`config.mk`:
```
export PLATFORM = sky130hd
export DESIGN_NAME = diagnostic_event_debouncer_flat
export DESIGN_NICKNAME = d
export VERILOG_FILES = /design/src/hw/rtl/ded_pkg.sv /design/src/hw/rtl/ded_ifs.sv /design/src/hw/rtl/diagnostic_event_debouncer.sv /design/src/flat_wrapper.sv
export VERILOG_INCLUDE_DIRS = /design/src /design/src/hw/rtl
export SDC_FILE = /design/constraint.sdc
export NUM_CORES = 1
export LEC_CHECK = 0
export BUFFER_PORTS_ARGS = -buffer_cell sky130_fd_sc_hd__buf_2
export CORE_ASPECT_RATIO = 1.2
export CORE_MARGIN = 3
export CORE_UTILIZATION = 30
export CTS_CLUSTER_SIZE = 16
export DETAILED_ROUTE_END_ITERATION = 7
export HOLD_SLACK_MARGIN = 0.08
export SYNTH_ARGS = -nofsm -noshare
export SYNTH_HDL_FRONTEND = slang
export SYNTH_SLANG_ARGS = --single-unit
```
`constraint.sdc`:
```
create_clock -name clk -period 13.8 [get_ports clk]
set_input_delay 0.69 -clock clk [delete_from_list [all_inputs] [get_ports clk]]
set_output_delay 0.69 -clock clk [all_outputs]
set_load 0.01 [all_outputs]
```
`src/hw/rtl/diagnostic_event_debouncer_macros.svh`:
```
// Assertion macros shared by the diagnostic event debouncer RTL.
`ifndef DIAGNOSTIC_EVENT_DEBOUNCER_MACROS_SVH
`define DIAGNOSTIC_EVENT_DEBOUNCER_MACROS_SVH

`ifndef SYNTH

// The condition must hold at every clock edge outside reset.
`define DED_ASSERT_ALWAYS(lbl, cond, msg) \
    lbl: assert property (@(posedge clk) disable iff (!rst_n) (cond)) else $error(msg);

// The consequent must hold in the cycle after the antecedent.
`define DED_ASSERT_NEXT(lbl, ante, cons, msg) \
    lbl: assert property (@(posedge clk) disable iff (!rst_n) (ante) |=> (cons)) else $error(msg);

`else

`define DED_ASSERT_ALWAYS(lbl, cond, msg)
`define DED_ASSERT_NEXT(lbl, ante, cons, msg)

`endif

`endif

```
`src/hw/rtl/ded_pkg.sv`:
```
// Package with the types and constants of the diagnostic event debouncer.
`timescale 1ns / 1ps
`default_nettype none

package ded_pkg;

    localparam int EVENT_COUNT = 4;
    localparam int EV_W        = (EVENT_COUNT > 1) ? $clog2(EVENT_COUNT) : 1;
    localparam int LIMIT_COUNT = 4;

    // Commands.
    localparam logic [2:0] CMD_REPORT      = 3'd0;
    localparam logic [2:0] CMD_CLEAR       = 3'd1;
    localparam logic [2:0] CMD_READ_STATUS = 3'd2;
    localparam logic [2:0] CMD_READ_FRAME  = 3'd3;
    localparam logic [2:0] CMD_LOAD_SOURCE = 3'd4;
    localparam logic [2:0] CMD_MAIN_TICK   = 3'd5;

    // Report kinds.
    localparam logic [1:0] KIND_PREFAILED = 2'd0;
    localparam logic [1:0] KIND_PREPASSED = 2'd1;
    localparam logic [1:0] KIND_FAILED    = 2'd2;
    localparam logic [1:0] KIND_PASSED    = 2'd3;

    // Configuration register indexes.
    localparam logic [2:0] CFG_FAIL_TORQUE      = 3'd0;
    localparam logic [2:0] CFG_FAIL_SPEED       = 3'd1;
    localparam logic [2:0] CFG_FAIL_OVERCURRENT = 3'd2;
    localparam logic [2:0] CFG_FAIL_LINK        = 3'd3;
    localparam logic [2:0] CFG_PASS_TORQUE      = 3'd4;
    localparam logic [2:0] CFG_PASS_SPEED       = 3'd5;
    localparam logic [2:0] CFG_PASS_OVERCURRENT = 3'd6;
    localparam logic [2:0] CFG_PASS_LINK        = 3'd7;

    // Status byte bits.
    localparam logic [7:0] ST_TF     = 8'h01;
    localparam logic [7:0] ST_TFTOC  = 8'h02;
    localparam logic [7:0] ST_PDTC   = 8'h04;
    localparam logic [7:0] ST_CDTC   = 8'h08;
    localparam logic [7:0] ST_TNCSLC = 8'h10;
    localparam logic [7:0] ST_TFSLC  = 8'h20;
    localparam logic [7:0] ST_TNCTOC = 8'h40;
    localparam logic [7:0] ST_RESET  = 8'h50;
    localparam int         CDTC_BIT  = 3;

    // Limit reset values.
    localparam logic [6:0] FAIL_RESET_TORQUE      = 7'd5;
    localparam logic [6:0] FAIL_RESET_SPEED       = 7'd5;
    localparam logic [6:0] FAIL_RESET_OVERCURRENT = 7'd3;
    localparam logic [6:0] FAIL_RESET_LINK        = 7'd10;
    localparam logic signed [7:0] PASS_RESET_TORQUE      = -8'sd5;
    localparam logic signed [7:0] PASS_RESET_SPEED       = -8'sd5;
    localparam logic signed [7:0] PASS_RESET_OVERCURRENT = -8'sd3;
    localparam logic signed [7:0] PASS_RESET_LINK        = -8'sd10;

    typedef struct packed {
        logic [2:0]  command;
        logic [2:0]  event_index;
        logic [1:0]  report_kind;
        logic [15:0] torque_value;
        logic [15:0] speed_value;
        logic [15:0] current_value;
        logic [15:0] angle_value;
    } ded_in_t;

    typedef struct packed {
        logic        accepted;
        logic [7:0]  status_out;
        logic [15:0] frame_torque;
        logic [15:0] frame_speed;
        logic [15:0] frame_current;
        logic [15:0] frame_angle;
        logic [31:0] writes_total;
    } ded_out_t;

    typedef struct packed {
        logic [15:0] torque;
        logic [15:0] speed;
        logic [15:0] current;
        logic [15:0] angle;
    } ded_frame_t;

    typedef struct packed {
        logic signed [7:0] count;
        logic [7:0]        status;
        ded_frame_t        frame;
    } ded_entry_t;

endpackage

`default_nettype wire

```
`src/hw/rtl/ded_ifs.sv`:
```
// Valid/ready channel interfaces for requests and results of the debouncer.
`timescale 1ns / 1ps
`default_nettype none

interface ded_in_if;
    import ded_pkg::*;

    logic    valid;
    logic    ready;
    ded_in_t data;

    modport source (output valid, output data, input ready);
    modport sink (input valid, input data, output ready);
endinterface

interface ded_out_if;
    import ded_pkg::*;

    logic     valid;
    logic     ready;
    ded_out_t data;

    modport source (output valid, output data, input ready);
    modport sink (input valid, input data, output ready);
endinterface

`default_nettype wire

```
`src/hw/rtl/diagnostic_event_debouncer.sv`:
```
// Diagnostic event debouncer: per-event counters, status bytes and freeze frames.
// Result: the request is registered on accept and the result is registered when it completes.
// Requests: a new request is taken only while idle, after the last one has completed,
// and the event memory is read on accept, before each read-modify-write.
// Reset: limits return to their defaults, event entries read as cleared until
// written (valid bits), stored marks and the write total clear; no clearing pass.
`timescale 1ns / 1ps
`default_nettype none

`include "diagnostic_event_debouncer_macros.svh"

module diagnostic_event_debouncer (
    input  wire              clk,
    input  wire              rst_n,
    input  wire              cfg_we,
    input  wire  [2:0]       cfg_index,
    input  wire  [7:0]       cfg_data,
    ded_in_if.sink           request,
    ded_out_if.source        result
);
    import ded_pkg::*;

    typedef enum logic [1:0] {
        ST_IDLE = 2'b01,
        ST_EXEC = 2'b10
    } state_t;

    state_t                   state_reg, state_next;
    ded_in_t                  req_reg;
    ded_entry_t               mem [EVENT_COUNT];
    ded_entry_t               rd_data_reg;
    logic                     entry_ok_reg;
    logic [EVENT_COUNT-1:0]   valid_reg, valid_next;
    logic [EVENT_COUNT-1:0]   stored_reg, stored_next;
    logic [EVENT_COUNT-1:0]   cdtc_reg, cdtc_next;
    logic [6:0]               fail_limit_reg [LIMIT_COUNT];
    logic signed [7:0]        pass_limit_reg [LIMIT_COUNT];
    ded_frame_t               source_reg, source_next;
    logic [31:0]              total_reg, total_next;
    logic                     result_valid_reg;
    ded_out_t                 result_data_reg, result_next;

    logic                     in_fire;
    logic                     exec_go;
    logic                     ev_ok;
    logic [EV_W-1:0]          ev;
    logic [1:0]               lim_sel;
    ded_entry_t               entry, entry_new;
    logic                     wr_en;
    logic signed [8:0]        old9, fl9, pl9, nw9, step9;
    logic                     fail_x, pass_x;
    logic [2:0]               tick_adds;

    assign in_fire       = request.valid && request.ready;
    assign request.ready = (state_reg == ST_IDLE);
    assign exec_go       = (state_reg == ST_EXEC) && (!result_valid_reg || result.ready);
    assign result.valid  = result_valid_reg;
    assign result.data   = result_data_reg;

    // Configuration registers.
    always_ff @(posedge clk or negedge rst_n)
    begin
        if (!rst_n)
        begin
            fail_limit_reg[0] <= FAIL_RESET_TORQUE;
            fail_limit_reg[1] <= FAIL_RESET_SPEED;
            fail_limit_reg[2] <= FAIL_RESET_OVERCURRENT;
            fail_limit_reg[3] <= FAIL_RESET_LINK;
            pass_limit_reg[0] <= PASS_RESET_TORQUE;
            pass_limit_reg[1] <= PASS_RESET_SPEED;
            pass_limit_reg[2] <= PASS_RESET_OVERCURRENT;
            pass_limit_reg[3] <= PASS_RESET_LINK;
        end
        else if (cfg_we)
        begin
            case (cfg_index)
                CFG_FAIL_TORQUE:      fail_limit_reg[0] <= cfg_data[6:0];
                CFG_FAIL_SPEED:       fail_limit_reg[1] <= cfg_data[6:0];
                CFG_FAIL_OVERCURRENT: fail_limit_reg[2] <= cfg_data[6:0];
                CFG_FAIL_LINK:        fail_limit_reg[3] <= cfg_data[6:0];
                CFG_PASS_TORQUE:      pass_limit_reg[0] <= cfg_data;
                CFG_PASS_SPEED:       pass_limit_reg[1] <= cfg_data;
                CFG_PASS_OVERCURRENT: pass_limit_reg[2] <= cfg_data;
                CFG_PASS_LINK:        pass_limit_reg[3] <= cfg_data;
                default:              ;
            endcase
        end
    end

    // Event memory: read on accept, written back when a report or clear request completes.
    always_ff @(posedge clk)
    begin
        if (in_fire)
        begin
            rd_data_reg <= mem[request.data.event_index[EV_W-1:0]];
            req_reg     <= request.data;
        end
        if (wr_en)
        begin
            mem[ev] <= entry_new;
        end
        if (exec_go)
        begin
            result_data_reg <= result_next;
        end
    end

    assign ev      = req_reg.event_index[EV_W-1:0];
    assign lim_sel = req_reg.event_index[1:0];
    assign ev_ok   = ({1'b0, req_reg.event_index} < 4'(EVENT_COUNT));

    // An entry never written since reset reads as a cleared event.
    always_comb
    begin
        if (entry_ok_reg)
        begin
            entry = rd_data_reg;
        end
        else
        begin
            entry        = '0;
            entry.status = ST_RESET;
        end
    end

    // Debounce counter step and limit crossings.
    always_comb
    begin
        old9 = 9'(entry.count);
        fl9  = $signed({2'b00, fail_limit_reg[lim_sel]});
        pl9  = 9'(pass_limit_reg[lim_sel]);
        nw9  = old9;
        step9 = old9;
        case (req_reg.report_kind)
            KIND_PREFAILED:
            begin
                step9 = old9 + 9'sd1;
                nw9   = (step9 > fl9) ? fl9 : step9;
            end
            KIND_PREPASSED:
            begin
                step9 = old9 - 9'sd1;
                nw9   = (step9 < pl9) ? pl9 : step9;
            end
            KIND_FAILED: nw9 = fl9;
            KIND_PASSED: nw9 = pl9;
            default:     nw9 = old9;
        endcase
        fail_x = (old9 < fl9) && (nw9 >= fl9);
        pass_x = !fail_x && (old9 > pl9) && (nw9 <= pl9);
    end

    always_comb
    begin
        entry_new   = entry;
        wr_en       = 1'b0;
        valid_next  = valid_reg;
        stored_next = stored_reg;
        cdtc_next   = cdtc_reg;
        source_next = source_reg;
        total_next  = total_reg;
        tick_adds   = '0;
        result_next = '0;

        case (req_reg.command)
            CMD_REPORT:
            begin
                if (ev_ok)
                begin
                    entry_new.count = nw9[7:0];
                    if (fail_x)
                    begin
                        entry_new.status = (entry.status | ST_TF | ST_TFTOC | ST_CDTC | ST_TFSLC)
                                           & ~(ST_TNCTOC | ST_TNCSLC);
                        entry_new.frame  = source_reg;
                        stored_next[ev]  = 1'b0;
                    end
                    else if (pass_x)
                    begin
                        entry_new.status = entry.status
                                           & ~(ST_TF | ST_PDTC | ST_TNCTOC | ST_TNCSLC);
                    end
                    wr_en                = exec_go;
                    result_next.accepted = 1'b1;
                end
            end
            CMD_CLEAR:
            begin
                if (ev_ok)
                begin
                    entry_new.status     = ST_RESET;
                    entry_new.count      = '0;
                    stored_next[ev]      = 1'b0;
                    wr_en                = exec_go;
                    result_next.accepted = 1'b1;
                end
            end
            CMD_READ_STATUS, CMD_READ_FRAME:
            begin
                result_next.accepted = ev_ok;
            end
            CMD_LOAD_SOURCE:
            begin
                source_next.torque   = req_reg.torque_value;
                source_next.speed    = req_reg.speed_value;
                source_next.current  = req_reg.current_value;
                source_next.angle    = req_reg.angle_value;
                result_next.accepted = 1'b1;
            end
            CMD_MAIN_TICK:
            begin
                for (int i = 0; i < EVENT_COUNT; i++)
                begin
                    if (cdtc_reg[i] && !stored_reg[i])
                    begin
                        tick_adds = tick_adds + 3'd1;
                    end
                end
                stored_next          = stored_reg | cdtc_reg;
                total_next           = total_reg + 32'(tick_adds);
                result_next.accepted = 1'b1;
            end
            default: ;
        endcase

        if (wr_en)
        begin
            valid_next[ev] = 1'b1;
            cdtc_next[ev]  = entry_new.status[CDTC_BIT];
        end

        if (ev_ok)
        begin
            result_next.status_out    = entry_new.status;
            result_next.frame_torque  = entry_new.frame.torque;
            result_next.frame_speed   = entry_new.frame.speed;
            result_next.frame_current = entry_new.frame.current;
            result_next.frame_angle   = entry_new.frame.angle;
        end
        result_next.writes_total = total_next;
    end

    always_comb
    begin
        state_next = state_reg;
        case (state_reg)
            ST_IDLE: if (in_fire) state_next = ST_EXEC;
            ST_EXEC: if (exec_go) state_next = ST_IDLE;
            default: state_next = ST_IDLE;
        endcase
    end

    always_ff @(posedge clk or negedge rst_n)
    begin
        if (!rst_n)
        begin
            state_reg        <= ST_IDLE;
            entry_ok_reg     <= 1'b0;
            valid_reg        <= '0;
            stored_reg       <= '0;
            cdtc_reg         <= '0;
            source_reg       <= '0;
            total_reg        <= '0;
            result_valid_reg <= 1'b0;
        end
        else
        begin
            state_reg <= state_next;
            if (in_fire)
            begin
                entry_ok_reg <= valid_reg[request.data.event_index[EV_W-1:0]];
            end
            if (exec_go)
            begin
                valid_reg        <= valid_next;
                stored_reg       <= stored_next;
                cdtc_reg         <= cdtc_next;
                source_reg       <= source_next;
                total_reg        <= total_next;
                result_valid_reg <= 1'b1;
            end
            else if (result.ready)
            begin
                result_valid_reg <= 1'b0;
            end
        end
    end

    // An event is only ever marked stored while it is confirmed.
    `DED_ASSERT_ALWAYS(a_stored_needs_cdtc, (stored_reg & ~cdtc_reg) == '0, "stored mark without CDTC")
    // Every accepted request goes on to its read-modify-write cycle.
    `DED_ASSERT_NEXT(a_accept_to_exec, in_fire, state_reg == ST_EXEC, "accepted request not executed")
    // The write total moves only when a main tick completes.
    `DED_ASSERT_NEXT(a_total_only_on_tick, !(exec_go && req_reg.command == CMD_MAIN_TICK), $stable(total_reg), "write total changed without a tick")
    // A completing request always leaves a result behind.
    `DED_ASSERT_NEXT(a_exec_gives_result, exec_go, result_valid_reg, "completed request gave no result")

endmodule

`default_nettype wire
```
`src/flat_wrapper.sv`:
```
// flat-port wrapper written by rule: the top's interface ports become plain ports
module diagnostic_event_debouncer_flat import ded_pkg::*;
  (clk, rst_n, cfg_we, cfg_index, cfg_data, request_valid, request_data, request_ready, result_valid, result_data, result_ready);
  ded_in_if request_i ();
  ded_out_if result_i ();
  input  wire clk;
  input  wire rst_n;
  input  wire cfg_we;
  input  wire  [2:0] cfg_index;
  input  wire  [7:0] cfg_data;
  input wire logic [$bits(request_i.valid)-1:0] request_valid;
  input wire logic [$bits(request_i.data)-1:0] request_data;
  output wire logic [$bits(request_i.ready)-1:0] request_ready;
  output wire logic [$bits(result_i.valid)-1:0] result_valid;
  output wire logic [$bits(result_i.data)-1:0] result_data;
  input wire logic [$bits(result_i.ready)-1:0] result_ready;
  assign request_i.valid = request_valid;
  assign request_i.data = request_data;
  assign request_ready = request_i.ready;
  assign result_valid = result_i.valid;
  assign result_data = result_i.data;
  assign result_i.ready = result_ready;
  diagnostic_event_debouncer u_core (.clk(clk), .rst_n(rst_n), .cfg_we(cfg_we), .cfg_index(cfg_index), .cfg_data(cfg_data), .request(request_i), .result(result_i));
endmodule
```
# Word-level counts from Yosys, hierarchy flattened
# Memories as Yosys holds them, arrays and structs flattened. A register that Yosys moved wholly into a read port is not among the register bits.
# Cells that the tools add are included.
# totals
out_inout_bits	107
input_bits	88
latch_bits	0
ff_bits	349
elab_cells	161
n_memories	1
ram_bits	320
mem_bits_ro	0
# classes
n_eq_ne	22
shifts	0
div_mod_pow	0
n_addsub	6
multipliers	0
reduce_logical	37
order_cmp	11
bitwise_logic	5
n_mux	46
# mem_list
name	depth	word_bits	read_ports	rd_ports_with_merged_regs	write_ports	line_no	rtl
u_core.mem	4	80	1	1	1	diagnostic_event_debouncer.sv:30	ded_entry_t mem [EVENT_COUNT];
# op_table
operator	count
$mux 80	2
$mux 64	2
$pmux 9 s4	1
$add 32x3->32	1
$mux 32	1
$pmux 16 s2	1
$mux 7	4
$reduce_and 2->1	11
$mux 3	7
$eq 3x3->1 const B	6
$mux 9	2
$bmux 8 s2	1
$mux 16	1
$mux 8	2
$bmux 7 s2	1
$eq 3x2->1 const B	4
$mux 4	3
$pmux 4 s3	1
$logic_and 1x1->1	10
$mux 1	10
$add 3x1->3 const B	3
$add 8x2->9 const B	1
$ge 9x8->1	1
$gt 9x8->1	1
32 further kinds	50

# Longest topological paths before layout
# logic_depth
ltp_word	17
ltp_mapped	30

# Worst setup path after synthesis
# Ideal clock, no wire load.
# synth_timing
path_type	input -> register
start	input result_ready
end	register u_core.valid_reg[2]
cell_stages	6
path_slack_ps	6412
t_arrival_ps	7288
path_cell_list	nand2b_1 -> nand2b_1 -> clkinv_1 -> nand2_1 -> nor3_1 -> or2_2
# synth_via
elab_chain_len	5
# synth_rtl
element	line_no	rtl
start, declared	flat_wrapper.sv:16	input wire logic [$bits(result_i.ready)-1:0] result_ready;
$logic_or 1x1->1 (*)	diagnostic_event_debouncer.sv:56	assign exec_go = (state_reg == ST_EXEC) && (!result_valid_reg || result.ready);
$logic_and 1x1->1 (*)	diagnostic_event_debouncer.sv:56	
$mux 1	diagnostic_event_debouncer.sv:168, diagnostic_event_debouncer.sv:189	
$mux 1	-	
$reduce_and 2->1 (no line) (*)	-	
end signal, assigned	diagnostic_event_debouncer.sv:275	valid_reg <= valid_next;
end, declared	diagnostic_event_debouncer.sv:33	logic [EVENT_COUNT-1:0] valid_reg, valid_next;
# Mark *: on every way between the ends. The rest lies on a longest branch, timed or not.
# A chain may end at the register's enable or synchronous reset.

==> results_dict.tcl <==
set metrics [dict create \
    peakVddDrop_v 0.00009507 \
    synth_top_area_share_pct 56.35 \
    place_hpwl_um 47230 \
    rsz0062_at_grt "false" \
    std_cell_rows 128 \
    area_delta_synth_final_pct 17.11 \
    ios 195 \
    worstSetupEndpoint "u_core.mem[2][70]" \
    setup_viol 0 \
    worst_slew_pin_slew_ns 1.306 \
    cts-htree-levels 3 \
    timing.final.max_slew_violations 0 \
    synth_fp_nets 2064 \
    post-cts-setup-buffer-count 0 \
    finalHoldViolations 0 \
    p_int_mw 4.200 \
    switchingPower_mw 1.469 \
    critPathMaxStageDelay_ns 0.71 \
    synthesis.area_sq_um 30750 \
    cts_buffers 79 \
    p_per_area_nw_per_um2 157.4 \
    cp_max_fo 78 \
    postSynthAreaPerCell_sq_um 15.94 \
    synth_edf_count 577 \
    swShare_pct 25.91 \
    first_global_vias 18850 \
    crit_path_start_kind "flip-flop" \
    p_seq_share_pct 48.2 \
    clock_sinks 749 \
    drt_iter0_drc 1327 \
    maxCapViolations 0 \
    drt_first_pass_iters 5 \
    synth-seq-area-share_pct 70.49 \
    dieArea_sq_um 106400 \
    p_clk_share_pct 38.5 \
    fin_skew_ns 0.03206 \
    yosys_warnings 0 \
    critical_path.top_delay_family "compound AO/OA/AOI/OAI gates" \
    min_period_ns 7.787 \
    crit_type "reg -> reg" \
    num_vias 17510 \
    cp_data_required_time_ns 14.14 \
    cts_tree "built" \
    fmax_ghz 0.1284 \
    startpoint "u_core.entry_ok_reg" \
    dp_cells 3420 \
    dieWidth_um 298.3 \
    ff2ff_setup_slack_ns 6.01 \
    antenna_found_initial 16 \
    end_kind "flip-flop" \
    wl_per_cell_um 21.73 \
    cts.path.max_buffers 3 \
    hp-class "in -> reg" \
    status "finished clean" \
    finalCritPeriodShare_pct 56.43 \
    insertion_delay_ns 0.62 \
    slowest_stage "buf_4" \
    numPortBuffers 194 \
    synth_cells 1929 \
    die_height_um 356.7 \
    instances_no_fill 3573 \
    routed_wl_um 77640 \
    combPwrFrac_pct 13.3 \
    drive_above_1_share_pct 29.38 \
    initial_utilization_pct 30.29 \
    grt_pass1_wl_um 117100 \
    place_congestion 0.7776 \
    drcViolationCount 0 \
    worst_ep_arrival_time_ns 8.13 \
    r2r_cells 21 \
    largest_register_ff_count 320 \
    synthArstFlopShare_pct 22.96 \
    yosysUniqueCellTypes 75 \
    ctsRootBufferMaster "clkbuf_16" \
    grt_use_total_pct 14.49 \
    timing.rr.end "u_core.mem[2][70]" \
    critPathBufInv 2 \
    power.leakage_nw 12.95 \
    fin_tns_setup_ns 0 \
    grt.overflow.total 0 \
    ant_nets 0 \
    synth_ff_type "edfxtp_1" \
    slew_headroom_pct 12.23 \
    path_cells "buf_4 -> nand2_1 -> nor3_1 -> xnor2_1 -> ha_1 -> nand2_1 -> o32ai_1 -> o22ai_1 -> a22oi_2 -> mux2_2 -> o21ai_0 -> ha_1 -> nand2b_1 -> a21o_1 -> a211o_1 -> a31oi_1 -> o21ai_0 -> o211a_4 -> and2_4 -> buf_4 -> a221oi_1" \
    fp.coreArea_sq_um 101500 \
    grt_max_degree 79 \
    yosysTopAreaCell "edfxtp_1" \
    netlist_top_cells_area "edfxtp_1 (56%), dfrtp_1 (11%), mux4_2 (7.0%)" \
    synth_seq_cells 749 \
    fillers 9712 \
    num-nets-final 2272 \
    cts_resized 0 \
    r2r-start "u_core.entry_ok_reg" \
    clk_pin_slew_ns 0.07 \
    vias_per_cell 4.900 \
    crit_cells 21 \
]
[cell families after synthesis]
group | count (synthesis) | synth area share [%]
muxes | 235 | 12.06
buffers and inverters | 130 | 1.794
and+or+nand+nor | 451 | 6.929
AOI/OAI and AO/OA | 244 | 4.700
xor gates and xnor gates | 70 | 1.994
adders and majority gates | 50 | 2.038
DFF | 749 | 70.49
[final cells by class]
type	count	area (sq um)	area share, %
flip-flops and latches	749	21680	60.20
multi-input cells	1050	8573	23.81
clock buffers	106	2256	6.265
well taps	1365	1708	4.743
repair buffers	225	1224	3.398
clock inverters	40	425.4	1.181
inverters	32	130.1	0.3613
diodes	6	15.01	0.04169
[Yosys cell counts (21+ instances only)]
cell type,instances
edfxtp_1,577
nand2_1,214
o21ai_0,140
dfrtp_1,136
mux2_2,133
mux4_2,95
nand3_1,81
clkbuf_1,57
ha_1,46
nor2_1,43
xnor2_1,40
dfstp_2,36
a21oi_1,32
inv_1,31
xor2_1,30
buf_2,21
[worst min-delay path by stage]
stage                   startpoint                  end  slack [ns]  cells past startpoint
6_report          request_data[41]   u_core.req_reg[41]        0.24                      1
5_1_grt           request_data[57]   u_core.req_reg[57]        0.20                      1
4_1_cts           request_data[41]   u_core.req_reg[41]        0.19                      1
3_5_place_dp   u_core.valid_reg[0]  u_core.valid_reg[0]        0.46                      1
3_3_place_gp   u_core.valid_reg[1]  u_core.valid_reg[1]        0.45                      1
2_1_floorplan                rst_n   u_core.cdtc_reg[0]        0.39                      0
[cell usage in the layout, fill, tap and decap left out, types with 13 or more instances in the layout]
cell       synthesis  final
a21oi_1           32     32
mux2_2           133    133
xor2_1            30     30
buf_4              0     31
mux4_2            95     95
xnor2_1           40     40
nor3_1            20     18
inv_1             31     30
nor2_1            43     41
o21ai_0          140    140
dfrtp_1          136    135
dfstp_2           36     36
clkinv_2           0     13
ha_1              46     46
nand3_1           81     81
clkbuf_16          0     82
buf_2             21    191
nand2_1          214    214
edfxtp_1         577    577
[worst reg2reg max path, stage by stage, from the launching register on]
cell and delay [ns]:
dfrtp_4 0.69, buf_4 0.73, nand2_1 0.48, nor3_1 0.33, xnor2_1 0.13, ha_1 0.31
nand2_1 0.06, o32ai_1 0.30, o22ai_1 0.14, a22oi_2 0.53, mux2_2 0.39, o21ai_0 0.35
ha_1 0.31, nand2b_1 0.16, a21o_1 0.18, a211o_1 0.29, a31oi_1 0.25, o21ai_0 0.14
o211a_4 0.34, and2_4 0.32, buf_4 0.46, a221oi_1 0.60
[timing repair]
item	4_1_cts	5_1_grt
endpoints found under the setup margin	0	0
endpoints found under the hold margin	23	0
hold buffers	1	0
[per-stage QoR]
stage	hold WS, ns	worst slack [ns]	area [sq um]	util [%]	power (mW)
after floorplan	0.3944	6.412	30750	-	3.252
after global placement	0.4465	6.149	33300	32.80	3.520
after detailed placement	0.4552	6.054	33300	32.80	3.537
after CTS	0.1876	6.029	36000	35.45	5.746
after global routing	0.2005	5.520	36000	35.46	5.920
final	0.2374	6.013	36010	35.47	5.669
[routing by layer]
metal / track usage [%] / up-vias / part of all wire [%]
li1: - / 7784 / -
met1: 18.49 / 9035 / 43
met2: 24.44 / 569 / 49
met3: 3.079 / 120 / 5.9
met4: 5.154 / 0 / 2.9
met5: 0 / - / 0
[power by group through the flow]
| stage | logic, mW | clock network, mW | registers (mW) |
|---|---|---|---|
| after floorplan | 0.514 | 0 | 2.74 |
| after global placement | 0.750 | 0 | 2.77 |
| after detailed placement | 0.762 | 0 | 2.78 |
| after CTS | 0.765 | 2.25 | 2.73 |
| after global routing | 0.832 | 2.34 | 2.75 |
| final | 0.754 | 2.18 | 2.73 |
No activity file was read; power rests on OpenSTA's default activity.
